[config.mk]
export PLATFORM = sky130hd
export DESIGN_NAME = tagged_tlv_stream_parser_core
export DESIGN_NICKNAME = d
export VERILOG_FILES = /design/src/sv/ttsp_pkg.sv /design/src/sv/ttsp_front.sv /design/src/sv/ttsp_queue.sv /design/src/sv/ttsp_back.sv /design/src/sv/tagged_tlv_stream_parser_core.sv
export SDC_FILE = /design/constraint.sdc
export NUM_CORES = 1
export LEC_CHECK = 0
export BUFFER_PORTS_ARGS = -buffer_cell sky130_fd_sc_hd__buf_2
export CELL_PAD_IN_SITES_DETAIL_PLACEMENT = 1
export CELL_PAD_IN_SITES_GLOBAL_PLACEMENT = 1
export CORE_MARGIN = 2
export CORE_UTILIZATION = 52
export DETAILED_ROUTE_END_ITERATION = 10
export GPL_TIMING_DRIVEN = 1
export PLACE_DENSITY = 0.81
export SLEW_MARGIN = 20
export SYNTH_ARGS = -nofsm -noshare
export SYNTH_HDL_FRONTEND = slang
export SYNTH_SLANG_ARGS = --single-unit
[constraint.sdc]
create_clock -name clock -period 8.65 [get_ports clock]
set_input_delay 1.2975 -clock clock [delete_from_list [all_inputs] [get_ports clock]]
set_output_delay 1.2975 -clock clock [all_outputs]
set_load 0.01 [all_outputs]
[src/sv/ttsp_pkg.sv]
// Shared types, codes and result builders for the tagged TLV stream parser.
// No dependencies; every other file of the block imports it.
package ttsp_pkg;

   localparam int unsigned TTSP_QUEUE_DEPTH = 4;
   localparam logic [31:0] TTSP_RESET_MAGIC = 32'h6472_6148;
   localparam logic [15:0] TTSP_ALL_ONES = 16'hFFFF;

   typedef enum logic [2:0] {
      KIND_PAYLOAD   = 3'd0,
      KIND_EMPTY     = 3'd1,
      KIND_TERM      = 3'd2,
      KIND_END       = 3'd3,
      KIND_BAD_MAGIC = 3'd4,
      KIND_TRUNC     = 3'd5
   } kind_type;

   typedef struct packed {
      logic [7:0] data_byte;
      logic       end_of_blob;
   } req_type;

   typedef struct packed {
      kind_type    kind;
      logic [15:0] tag_id;
      logic [7:0]  payload_byte;
      logic [15:0] byte_index;
      logic        last_of_tag;
      logic [15:0] tag_count;
      logic        last_result;
   } rsp_type;

   // One accepted byte yields at most two responses; they travel together.
   typedef struct packed {
      rsp_type res0;
      rsp_type res1;
      logic    two;
   } entry_type;

   function automatic rsp_type status_rsp(kind_type kind, logic [15:0] count);
      rsp_type r;
      r.kind         = kind;
      r.tag_id       = '0;
      r.payload_byte = '0;
      r.byte_index   = '0;
      r.last_of_tag  = 1'b0;
      r.tag_count    = count;
      r.last_result  = 1'b0;
      return r;
   endfunction

   function automatic rsp_type data_rsp(kind_type kind, logic [15:0] tag,
                                        logic [7:0] data, logic [15:0] index,
                                        logic last);
      rsp_type r;
      r.kind         = kind;
      r.tag_id       = tag;
      r.payload_byte = data;
      r.byte_index   = index;
      r.last_of_tag  = last;
      r.tag_count    = '0;
      r.last_result  = 1'b0;
      return r;
   endfunction

endpackage

[src/sv/ttsp_front.sv]
// Front end: byte-wise parser state machine and the magic register.
// Depends on ttsp_pkg; emits at most one queue entry (one or two responses) per byte.
module ttsp_front (
   input  logic                clock,
   input  logic                reset,
   input  logic                csr_write_en,
   input  logic [31:0]         csr_write_data,
   input  logic                in_valid,
   input  ttsp_pkg::req_type   in_req,
   output logic                out_push,
   output ttsp_pkg::entry_type out_entry
);
   import ttsp_pkg::*;

   typedef enum logic [3:0] {
      PH_MAGIC   = 4'b0001,
      PH_HEADER  = 4'b0010,
      PH_PAYLOAD = 4'b0100,
      PH_SKIP    = 4'b1000
   } phase_type;

   phase_type   phase_ff, phase_in;
   logic [1:0]  slot_ff, slot_in;
   logic        quiet_ff, quiet_in;   // skip after bad magic: no end status
   logic [23:0] shift_ff, shift_in;
   logic [15:0] tag_ff, tag_in;
   logic [15:0] rem_ff, rem_in;
   logic [15:0] pos_ff, pos_in;
   logic [15:0] rec_ff, rec_in;
   logic [31:0] magic_ff;

   logic [31:0] word;
   logic [15:0] hdr_tag, hdr_len;
   logic        eob, last;
   logic        v0, v1;
   rsp_type     r0, r1;

   assign eob     = in_req.end_of_blob;
   assign word    = {in_req.data_byte, shift_ff};
   assign hdr_tag = word[15:0];
   assign hdr_len = word[31:16];
   assign last    = (rem_ff <= 16'd1);

   always_comb begin
      phase_in = phase_ff;
      slot_in  = slot_ff;
      quiet_in = quiet_ff;
      shift_in = shift_ff;
      tag_in   = tag_ff;
      rem_in   = rem_ff;
      pos_in   = pos_ff;
      rec_in   = rec_ff;
      v0       = 1'b0;
      v1       = 1'b0;
      r0       = status_rsp(KIND_END, rec_ff);
      r1       = status_rsp(KIND_END, rec_ff);

      unique case (phase_ff)
         PH_MAGIC, PH_HEADER: begin
            if (slot_ff == 2'd3) begin
               slot_in  = 2'd0;
               shift_in = '0;
               if (phase_ff == PH_MAGIC) begin
                  if (word != magic_ff) begin
                     r0       = status_rsp(KIND_BAD_MAGIC, rec_ff);
                     v0       = 1'b1;
                     phase_in = PH_SKIP;
                     quiet_in = 1'b1;
                  end else begin
                     phase_in = PH_HEADER;
                     v0       = eob;
                  end
               end else if ((hdr_tag == '0 && hdr_len == '0) ||
                            (hdr_tag == TTSP_ALL_ONES && hdr_len == TTSP_ALL_ONES)) begin
                  // terminator header
                  r0       = status_rsp(KIND_TERM, rec_ff);
                  v0       = 1'b1;
                  v1       = eob;
                  phase_in = PH_SKIP;
                  quiet_in = 1'b0;
               end else begin
                  if (rec_ff != TTSP_ALL_ONES) begin
                     rec_in = rec_ff + 16'd1;
                  end
                  tag_in = hdr_tag;
                  v0     = 1'b1;
                  if (hdr_len == '0) begin
                     r0 = data_rsp(KIND_EMPTY, hdr_tag, 8'd0, 16'd0, 1'b0);
                     r1 = status_rsp(KIND_END, rec_in);
                     v1 = eob;
                  end else begin
                     phase_in = PH_PAYLOAD;
                     rem_in   = hdr_len;
                     pos_in   = '0;
                     r0       = status_rsp(KIND_TRUNC, rec_in);
                     v0       = eob;
                  end
               end
            end else begin
               case (slot_ff)
                  2'd0:    shift_in[7:0]   = in_req.data_byte;
                  2'd1:    shift_in[15:8]  = in_req.data_byte;
                  default: shift_in[23:16] = in_req.data_byte;
               endcase
               slot_in = slot_ff + 2'd1;
               v0      = eob;
               if (phase_ff == PH_MAGIC) begin
                  r0 = status_rsp(KIND_BAD_MAGIC, rec_ff);
               end
            end
         end
         PH_PAYLOAD: begin
            r0     = data_rsp(KIND_PAYLOAD, tag_ff, in_req.data_byte, pos_ff, last);
            v0     = 1'b1;
            pos_in = pos_ff + 16'd1;
            rem_in = last ? 16'd0 : rem_ff - 16'd1;
            if (last) begin
               phase_in = PH_HEADER;
            end
            r1 = status_rsp(last ? KIND_END : KIND_TRUNC, rec_ff);
            v1 = eob;
         end
         PH_SKIP: begin
            v0 = eob && !quiet_ff;
         end
         default: begin
            phase_in = PH_MAGIC;
         end
      endcase

      r0.last_result = !v1;
      r1.last_result = 1'b1;

      // end of blob: back to the start of a new blob
      if (eob) begin
         phase_in = PH_MAGIC;
         slot_in  = 2'd0;
         quiet_in = 1'b0;
         shift_in = '0;
         tag_in   = '0;
         rem_in   = '0;
         pos_in   = '0;
         rec_in   = '0;
      end
   end

   assign out_push       = in_valid && v0;
   assign out_entry.res0 = r0;
   assign out_entry.res1 = r1;
   assign out_entry.two  = v1;

   always_ff @(posedge clock) begin
      if (reset) begin
         phase_ff <= PH_MAGIC;
         slot_ff  <= 2'd0;
         quiet_ff <= 1'b0;
         shift_ff <= '0;
         tag_ff   <= '0;
         rem_ff   <= '0;
         pos_ff   <= '0;
         rec_ff   <= '0;
         magic_ff <= TTSP_RESET_MAGIC;
      end else begin
         if (in_valid) begin
            phase_ff <= phase_in;
            slot_ff  <= slot_in;
            quiet_ff <= quiet_in;
            shift_ff <= shift_in;
            tag_ff   <= tag_in;
            rem_ff   <= rem_in;
            pos_ff   <= pos_in;
            rec_ff   <= rec_in;
         end
         if (csr_write_en) begin
            magic_ff <= csr_write_data;
         end
      end
   end

endmodule

[src/sv/ttsp_queue.sv]
// Small register queue of response entries between front and back ends.
// Depends on ttsp_pkg for the entry type.
module ttsp_queue #(
   parameter int unsigned Depth = ttsp_pkg::TTSP_QUEUE_DEPTH
) (
   input  logic                clock,
   input  logic                reset,
   input  logic                push,
   input  ttsp_pkg::entry_type push_entry,
   output logic                full,
   input  logic                pop,
   output logic                empty,
   output ttsp_pkg::entry_type head_entry
);
   import ttsp_pkg::*;

   localparam int unsigned AW = (Depth > 1) ? $clog2(Depth) : 1;
   localparam int unsigned CW = $clog2(Depth + 1);

   entry_type     store_ff [Depth];
   logic [AW-1:0] wr_ptr_ff, wr_ptr_in;
   logic [AW-1:0] rd_ptr_ff, rd_ptr_in;
   logic [CW-1:0] count_ff, count_in;
   logic          do_push, do_pop;

   assign full       = (count_ff == CW'(Depth));
   assign empty      = (count_ff == '0);
   assign do_push    = push && !full;
   assign do_pop     = pop && !empty;
   assign head_entry = store_ff[rd_ptr_ff];

   always_comb begin
      wr_ptr_in = wr_ptr_ff;
      rd_ptr_in = rd_ptr_ff;
      count_in  = count_ff;
      if (do_push) begin
         wr_ptr_in = (wr_ptr_ff == AW'(Depth - 1)) ? '0 : wr_ptr_ff + AW'(1);
      end
      if (do_pop) begin
         rd_ptr_in = (rd_ptr_ff == AW'(Depth - 1)) ? '0 : rd_ptr_ff + AW'(1);
      end
      case ({do_push, do_pop})
         2'b10:   count_in = count_ff + CW'(1);
         2'b01:   count_in = count_ff - CW'(1);
         default: count_in = count_ff;
      endcase
   end

   always_ff @(posedge clock) begin
      if (reset) begin
         wr_ptr_ff <= '0;
         rd_ptr_ff <= '0;
         count_ff  <= '0;
      end else begin
         wr_ptr_ff <= wr_ptr_in;
         rd_ptr_ff <= rd_ptr_in;
         count_ff  <= count_in;
      end
      if (do_push) begin
         store_ff[wr_ptr_ff] <= push_entry;
      end
   end

   assert property (@(posedge clock) disable iff (reset) count_ff <= CW'(Depth))
      else $error("queue count above depth");

   assert property (@(posedge clock) disable iff (reset)
                    (do_push && !do_pop) |=> count_ff == $past(count_ff) + CW'(1))
      else $error("queue count missed a push");

endmodule

[src/sv/ttsp_back.sv]
// Back end: unpacks queue entries into single responses on the output port.
// Depends on ttsp_pkg; one response per cycle while entries wait and the consumer pops.
module ttsp_back (
   input  logic                clock,
   input  logic                reset,
   input  logic                q_valid,
   input  ttsp_pkg::entry_type q_entry,
   output logic                q_pop,
   output logic                rsp_empty,
   input  logic                rsp_pop,
   output ttsp_pkg::rsp_type   rsp_data
);
   import ttsp_pkg::*;

   entry_type entry_ff, entry_in;
   logic      valid_ff, valid_in;
   logic      sub_ff, sub_in;     // second response of the entry on display
   logic      consume, advance, load;

   assign consume = valid_ff && rsp_pop && (sub_ff || !entry_ff.two);
   assign advance = valid_ff && rsp_pop && !sub_ff && entry_ff.two;
   assign load    = q_valid && (!valid_ff || consume);
   assign q_pop   = load;

   always_comb begin
      entry_in = load ? q_entry : entry_ff;
      if (load) begin
         valid_in = 1'b1;
         sub_in   = 1'b0;
      end else begin
         valid_in = valid_ff && !consume;
         sub_in   = advance || (sub_ff && !consume);
      end
   end

   assign rsp_empty = !valid_ff;
   assign rsp_data  = sub_ff ? entry_ff.res1 : entry_ff.res0;

   always_ff @(posedge clock) begin
      if (reset) begin
         valid_ff <= 1'b0;
         sub_ff   <= 1'b0;
      end else begin
         valid_ff <= valid_in;
         sub_ff   <= sub_in;
      end
      entry_ff <= entry_in;
   end

   assert property (@(posedge clock) disable iff (reset)
                    sub_ff |-> (valid_ff && entry_ff.two))
      else $error("second response shown for a single-response entry");

   assert property (@(posedge clock) disable iff (reset)
                    (valid_ff && !sub_ff && entry_ff.two) |-> !entry_ff.res0.last_result)
      else $error("first of two responses flagged as last");

endmodule

[src/sv/tagged_tlv_stream_parser_core.sv]
// Top level of the tagged TLV stream parser: front parser, entry queue, back end.
// Depends on ttsp_pkg, ttsp_front, ttsp_queue and ttsp_back.
//
// Usage:
//  - Request side is a queue write port: drive req_data (one blob byte plus
//    the end-of-blob flag) and push; the byte is taken when push is high
//    and full is low. One byte per cycle is accepted while full is low.
//  - Response side is a queue read port: while empty is low, rsp_data holds
//    the oldest response; pop takes it. One response per cycle while empty is low.
//  - csr_write_en / csr_write_data load the expected magic word; write only
//    while the block is idle.
//  - Response path: the entry is written into the queue as its byte is taken,
//    then moves into the back end's output register once that register is free;
//    rsp_data is driven from that register.
//  - Throughput: one byte per cycle while full is low; a byte that yields two
//    responses (end of blob on a payload byte, on a terminator or on an empty
//    record) hands them out one after the other, absorbed by the entry queue.
//  - Consumer stall: responses wait in the output register and the queue;
//    full rises once the queue is full, so nothing is lost.
//  - Reset: parser back to expecting the magic word, magic register to its
//    default, queue and output empty.
module tagged_tlv_stream_parser_core #(
   parameter int unsigned QueueDepth = ttsp_pkg::TTSP_QUEUE_DEPTH
) (
   input  logic              clock,
   input  logic              reset,
   input  logic              push,
   output logic              full,
   input  ttsp_pkg::req_type req_data,
   output logic              empty,
   input  logic              pop,
   output ttsp_pkg::rsp_type rsp_data,
   input  logic              csr_write_en,
   input  logic [31:0]       csr_write_data
);
   import ttsp_pkg::*;

   logic      req_take;      // request accepted this cycle
   logic      f_push;
   entry_type f_entry;
   logic      q_empty;
   logic      q_pop;
   entry_type q_head;

   assign req_take = push && !full;

   ttsp_front u_front (
      .clock          (clock),
      .reset          (reset),
      .csr_write_en   (csr_write_en),
      .csr_write_data (csr_write_data),
      .in_valid       (req_take),
      .in_req         (req_data),
      .out_push       (f_push),
      .out_entry      (f_entry)
   );

   // Full backs up the request side whole, so the front never loses an entry.
   ttsp_queue #(
      .Depth (QueueDepth)
   ) u_queue (
      .clock      (clock),
      .reset      (reset),
      .push       (f_push),
      .push_entry (f_entry),
      .full       (full),
      .pop        (q_pop),
      .empty      (q_empty),
      .head_entry (q_head)
   );

   ttsp_back u_back (
      .clock     (clock),
      .reset     (reset),
      .q_valid   (!q_empty),
      .q_entry   (q_head),
      .q_pop     (q_pop),
      .rsp_empty (empty),
      .rsp_pop   (pop),
      .rsp_data  (rsp_data)
   );

endmodule
### Word level (Yosys, flattened, before mapping)

Memories as Yosys holds them, arrays and structs flattened. A register that Yosys moved wholly into a read port is not among the register bits.
Cells that the tools add are included.

* multiplexer cells: 78
* equality and inequality tests: 26
* reductions and logical operators: 48
* magnitude comparators: 1
* add/subtract/negate cells: 8

Operators by type and width (number)
* $mux W61: 10
* $mux W16: 22
* $pmux W61 S2: 2
* $mux W24: 3
* $pmux W16 S2: 2
* $add A16 B1 Y16 const B: 2
* $eq A16 B16 Y1 const B: 2
* $logic_not A16 Y1: 2
* $ne A32 B32 Y1: 1
* $mux W4: 7
* $mux W8: 3
* $mux W1: 18
* $mux W17: 1
* $le A16 B1 Y1 const B: 1
* $ne A16 B16 Y1 const B: 1
* $sub A16 B1 Y16 const B: 1
* $reduce_and A5 Y1: 3
* $logic_and A1 B1 Y1: 14
* $ne A3 B3 Y1 const B: 4
* $pmux W4 S3: 1
* $reduce_bool A3 Y1: 4
* $mux W2: 5
* $reduce_and A3 Y1: 3
* $eq A2 B2 Y1 const B: 4
* 25 further kinds: 45

* memories kept: 1
* flip-flop bits (word level): 137
* bits of input ports: 46
* output and inout bits: 63
* bits in writable memories: 488

Memories
* u_queue.store_ff: depth 4, width 122, rd ports 1, clocked after Yosys merged registers in 1, write ports 1, RTL line ttsp_queue.sv:20 `entry_type store_ff [Depth];`

### Longest topological paths before layout

* depth in word-level cells: 11
* gate-level depth with buffers: 13

### Hierarchy

From an unflattened synthesis, not the netlist that was laid out.

* cell total of the unflattened synthesis: 1812
* area, all modules: 30611.9 um^2

By module, submodules not included
* ttsp_queue: instances 1, cells an instance 697, area an instance 18232.5 um^2
* ttsp_front: instances 1, cells an instance 911, area an instance 7519.7 um^2
* ttsp_back: instances 1, cells an instance 202, area an instance 4842.1 um^2
* tagged_tlv_stream_parser_core: instances 1, cells an instance 2, area an instance 17.5 um^2

### Worst setup path after synthesis

No wires, ideal clock.

* path type: in2reg
* from: in pop
* to: reg u_queue.count_ff[2]
* data arrival time: 6856 ps
* required time: 8580 ps
* cell stages on the path: 7
* setup slack: 1724 ps
* cell sequence: o21ai_0 a21oi_1 ha_1 fa_1 xnor2_1 or3_1 a21oi_1

* longest elaborated chain between the ends: 7
* elaborated cells between the ends (all ways): 9
* classes of those cells: eq/ne (2); mux (1); reduce/logical (6)

RTL lines
* start: declaration: RTL line tagged_tlv_stream_parser_core.sv:31 `input logic pop,`
* $logic_and A1 B1 Y1 (*) (2 in series): RTL line ttsp_back.sv:20 `assign consume = valid_ff && rsp_pop && (sub_ff || !entry_ff.two);`
* $logic_or A1 B1 Y1 (*): RTL line ttsp_back.sv:22 `assign load = q_valid && (!valid_ff || consume);`
* $logic_and A1 B1 Y1 (*): RTL line ttsp_back.sv:22
* named net q_pop: RTL line tagged_tlv_stream_parser_core.sv:42 `logic q_pop;`
* $logic_and A1 B1 Y1 (*): RTL line ttsp_queue.sv:29 `assign do_pop = pop && !empty;`
* $eq A2 B1 Y1 or $eq A2 B2 Y1 (tied branches): RTL line ttsp_queue.sv:42 `case ({do_push, do_pop})`
* $pmux W3 S2 or $reduce_bool A2 Y1 (tied branches)
* end signal: assignment: RTL line ttsp_queue.sv:57 `count_ff <= count_in;`
* end: declaration: RTL line ttsp_queue.sv:23 `logic [CW-1:0] count_ff, count_in;`

Mark *: on every way through the listed nets, which the timed path passes. The rest lies on a longest branch.
A chain may end at the register's enable or synchronous reset.

### Final worst setup path

* from: in req_data[1] (netlist bit)
* to: mem u_queue.store_ff[1][7] (netlist bit), enable pin

* longest elaborated chain between the ends: 11
* elaborated cells between the ends (all ways): 16
* classes of those cells: eq/ne (2); mux (8); reduce/logical (6)

RTL lines
* start: declaration: RTL line tagged_tlv_stream_parser_core.sv:29 `input ttsp_pkg::req_type req_data,`
* $eq A16 B16 Y1 or $logic_not A16 Y1 (tied branches): RTL line ttsp_front.sv:74, ttsp_front.sv:73, ttsp_front.sv:87
* $logic_and A1 B1 Y1 (on tied branches): RTL line ttsp_front.sv:74, ttsp_front.sv:73
* $logic_or A1 B1 Y1: RTL line ttsp_front.sv:73 `end else if ((hdr_tag == '0 && hdr_len == '0) ||`
* $mux W1: RTL line ttsp_front.sv:73
* $mux W1 (*): RTL line ttsp_front.sv:63 `if (phase_ff == PH_MAGIC) begin`
* $mux W1 (*): RTL line ttsp_front.sv:60 `if (slot_ff == 2'd3) begin`
* $pmux W1 S3 (*): RTL line ttsp_front.sv:58 `unique case (phase_ff)`
* $logic_and A1 B1 Y1 (*): RTL line ttsp_front.sv:147 `assign out_push = in_valid && v0;`
* $logic_and A1 B1 Y1 (*): RTL line ttsp_queue.sv:28 `assign do_push = push && !full;`
* $mux W1 (*): RTL line ttsp_queue.sv:59 `if (do_push) begin`
* $mux W1 (not written as such) (*): RTL line ttsp_queue.sv:60 `store_ff[wr_ptr_ff] <= push_entry;`
* end: declaration: RTL line ttsp_queue.sv:20

Every way passes the cells marked *; elsewhere a longest branch is shown, timed or not.

==> run summary <==
status: complete, no violations
Mean Syn Cell Area: 14.6 sq um
number of synthesized register bits: 536
drt pass-1 iters: 5
dpl hpwl: 33200 um
Setup WS post-layout: 4.22 ns
asr flop ratio synth: 0%
Max clock buf depth: 3
Filler cells: 3925
Worst-path clk slew: 0.06 ns
GRT Util Overall: 24.3%
Post-Synth Adder-Cell Area: 0.826%
die area: 44200 sq um
Synth cell types: 71
# hold bufs at CTS: 0
Maximum Capacitance Violations: 0
post-synthesis mux area share: 10.5%
first-pass GRT wire length: 82800 um
Placer Congestion: 0.848
crit path kind: in -> reg
CTS tree: yes
Critical Path Start Type: primary input
io pins: 109
Power per Cell Area: 289 nW/um^2
Placement Rows: 75
main flop type after synthesis: edfxtp_1
Worst Tran Pin Value: 1.14 ns
CTS buffer count: 54
Die Width: 210 um
Routed Antenna Nets: 0
post-synthesis net count: 1571
Max Freq: 0.226 GHz
Post-Synth Simple-Gate Area: 9.77%
CTS H-tree depth: 2
fin util: 59.5%
vias in the first global route: 14300
number of hold violations in the final report: 0
Setup Skew: 0.0214 ns
core area: 41900 sq um
EDFF count, synth: 400
share of cells above drive strength 1: 20.5%
Crit. End Element: register
unrepaired setup endpoints after global routing: no
vias: 13200
initial antenna violation count: 0
Cells after Synth: 1511
xor/xnor share of the synthesized area: 2.45%
combinational family with the most area after synthesis: multiplexers
final total power: 7200 uW
compound-cell area share of the yosys netlist: 7.80%
setup_tns: 0 ns
Hold WS: 0.493 ns
root buffer cell: clkbuf_16
Critical Path RT: 8.88 ns
Setup-failing EPs final: 0
routed len/inst: 24.2 um
hold crit path type: reg -> reg
WP data arrival: 4.66 ns
Initial Util: 52.7%
initial DRC count: 818
mapped cell area: 22100 sq um
NumNets Final: 1656
Layout area overhead: 12.8%
port buffer count: 108
cell leakage power: 0.00845 uW
Via-to-Cell Ratio: 6.05
Relative slew margins: 23.5%
CTS resizes: 0
Worst-Skew Late Latency: 0.61 ns
pin count of the biggest net entering global routing: 85
grt ovf: 0
post-synthesis sequential area ratio: 66.6%
Tcrit/Tclk final: 51.2%
Final min period: 4.43 ns
Max IR drop VDD: 0.000139 V
# DRC: 0
die height: 210 um
clock tree sinks: 536
Post-CTS Setup Repair Bufs: 0
Final Max Slew Viols: 0
final WL: 52700 um
register-to-register setup slack: 4.46 ns
Yosys Warn Count: 0
Place WS: 3.63 ns
critical path peak fanout: 42
through the flow:
step / instance area, sq um / std cells
2_1_floorplan: 22100 / 1511
3_3_place_gp: 23100 / 2079
3_5_place_dp: 23100 / 2079
4_1_cts: 24900 / 2180
5_1_grt: 24900 / 2180
6_report: 24900 / 2181
Yosys cell counts, types with 33 or more instances:
cell type	count	area [sq um]
clkbuf_1	58	218
dfxtp_1	136	2720
and2_1	33	206
nor2b_1	56	350
xnor2_1	46	403
mux4_2	80	1800
nor2_1	101	379
a22o_1	38	333
o21ai_0	43	215
a21oi_1	56	280
nand2_1	67	251
edfxtp_1	400	12000
path summary, 6_finish.rpt:
kind                                                        from                                to  depth (start not counted)
worst min register to register   u_front.tag_ff[15]$_SDFFE_PP0P_   u_front.tag_ff[15]$_SDFFE_PP0P_                          1
worst max-delay path                                 req_data[1]  u_queue.store_ff[1][7]$_DFFE_PP_                          7
worst min-delay path             u_front.tag_ff[15]$_SDFFE_PP0P_   u_front.tag_ff[15]$_SDFFE_PP0P_                          1
worst max register to register  u_front.shift_ff[6]$_SDFFE_PP0P_  u_queue.store_ff[1][7]$_DFFE_PP_                          6
worst max-delay path, stage by stage:
cell,delay (ns)
buf_2,0.21
nand4_1,0.16
nor4_4,0.54
a211oi_2,0.28
o41ai_2,0.77
and2_4,0.70
buf_4,0.66
registers in the layout (all words and copies together), names as in the netlist:
register,cells
u_front.pos_ff,16
u_front.slot_ff,2
u_back.valid_ff,1
u_queue.store_ff,320
u_front.rem_ff,16
u_front.phase_ff,4
u_front.shift_ff,24
u_front.rec_ff,16
u_front.magic_ff,32
u_front.quiet_ff,1
u_queue.wr_ptr_ff,2
u_queue.rd_ptr_ff,2
u_queue.count_ff,3
u_back.entry_ff,80
u_front.tag_ff,16
u_back.sub_ff,1
cells by family after synthesis:
group           count (synthesis)
flops                         536
mux                           129
xor+xnor                       62
buf+inv                       117
fa+ha+maj                      14
compound gates                246
simple gates                  407
layout by cell type, fill, tap and decap left out, types with 10 or more instances in the layout:
cell type  netlist  routed
buf_2           17     108
and3_1          12      12
xnor2_1         46      46
nor2b_1         56      56
a211o_1         13      13
inv_1           24      24
nand2b_1        10      10
mux4_2          80      80
xor2_1          16      16
nand2_1         67      67
nand3_1         24      24
dfxtp_1        136     133
clkinv_1         0      10
ha_1            13      13
nand4_1         24      24
or3_1           11      11
nor2_1         101     100
and2_1          33      29
mux2_2          19      19
a22oi_1         25      25
nor4_1          12      12
nor3_1          21      19
clkinv_2         0      10
a22o_1          38      38
a21oi_1         56      55
edfxtp_1       400     400
o21ai_0         43      43
a31oi_1         13      13
mux2i_1         29      29
buf_4            0      14
clkbuf_16        0      55
final cells by class:
type,instances,area (sq um),share of cell area [%]
diodes,1,2.50,0.0100
clock buffers,64,1430,5.73
clock inverters,37,380,1.52
inverters,24,90.1,0.361
multi-input cells,858,6980,28.0
flip-flops and latches,536,14700,59.1
well taps,539,674,2.70
repair buffers,122,646,2.59
where the power goes:
group | switching (uW) | internal [uW]
logic | 784 | 626
registers | 210 | 3200
clock network | 988 | 1390
per-layer routing:
layer	global-route usage, %	wire, um	up-vias
li1	-	-	5967
met1	31.1	22000	6796
met2	42.8	27100	348
met3	3.40	2260	92
met4	8.51	1420	0
met5	0	0	-
No activity file was read; power rests on OpenSTA's default activity.
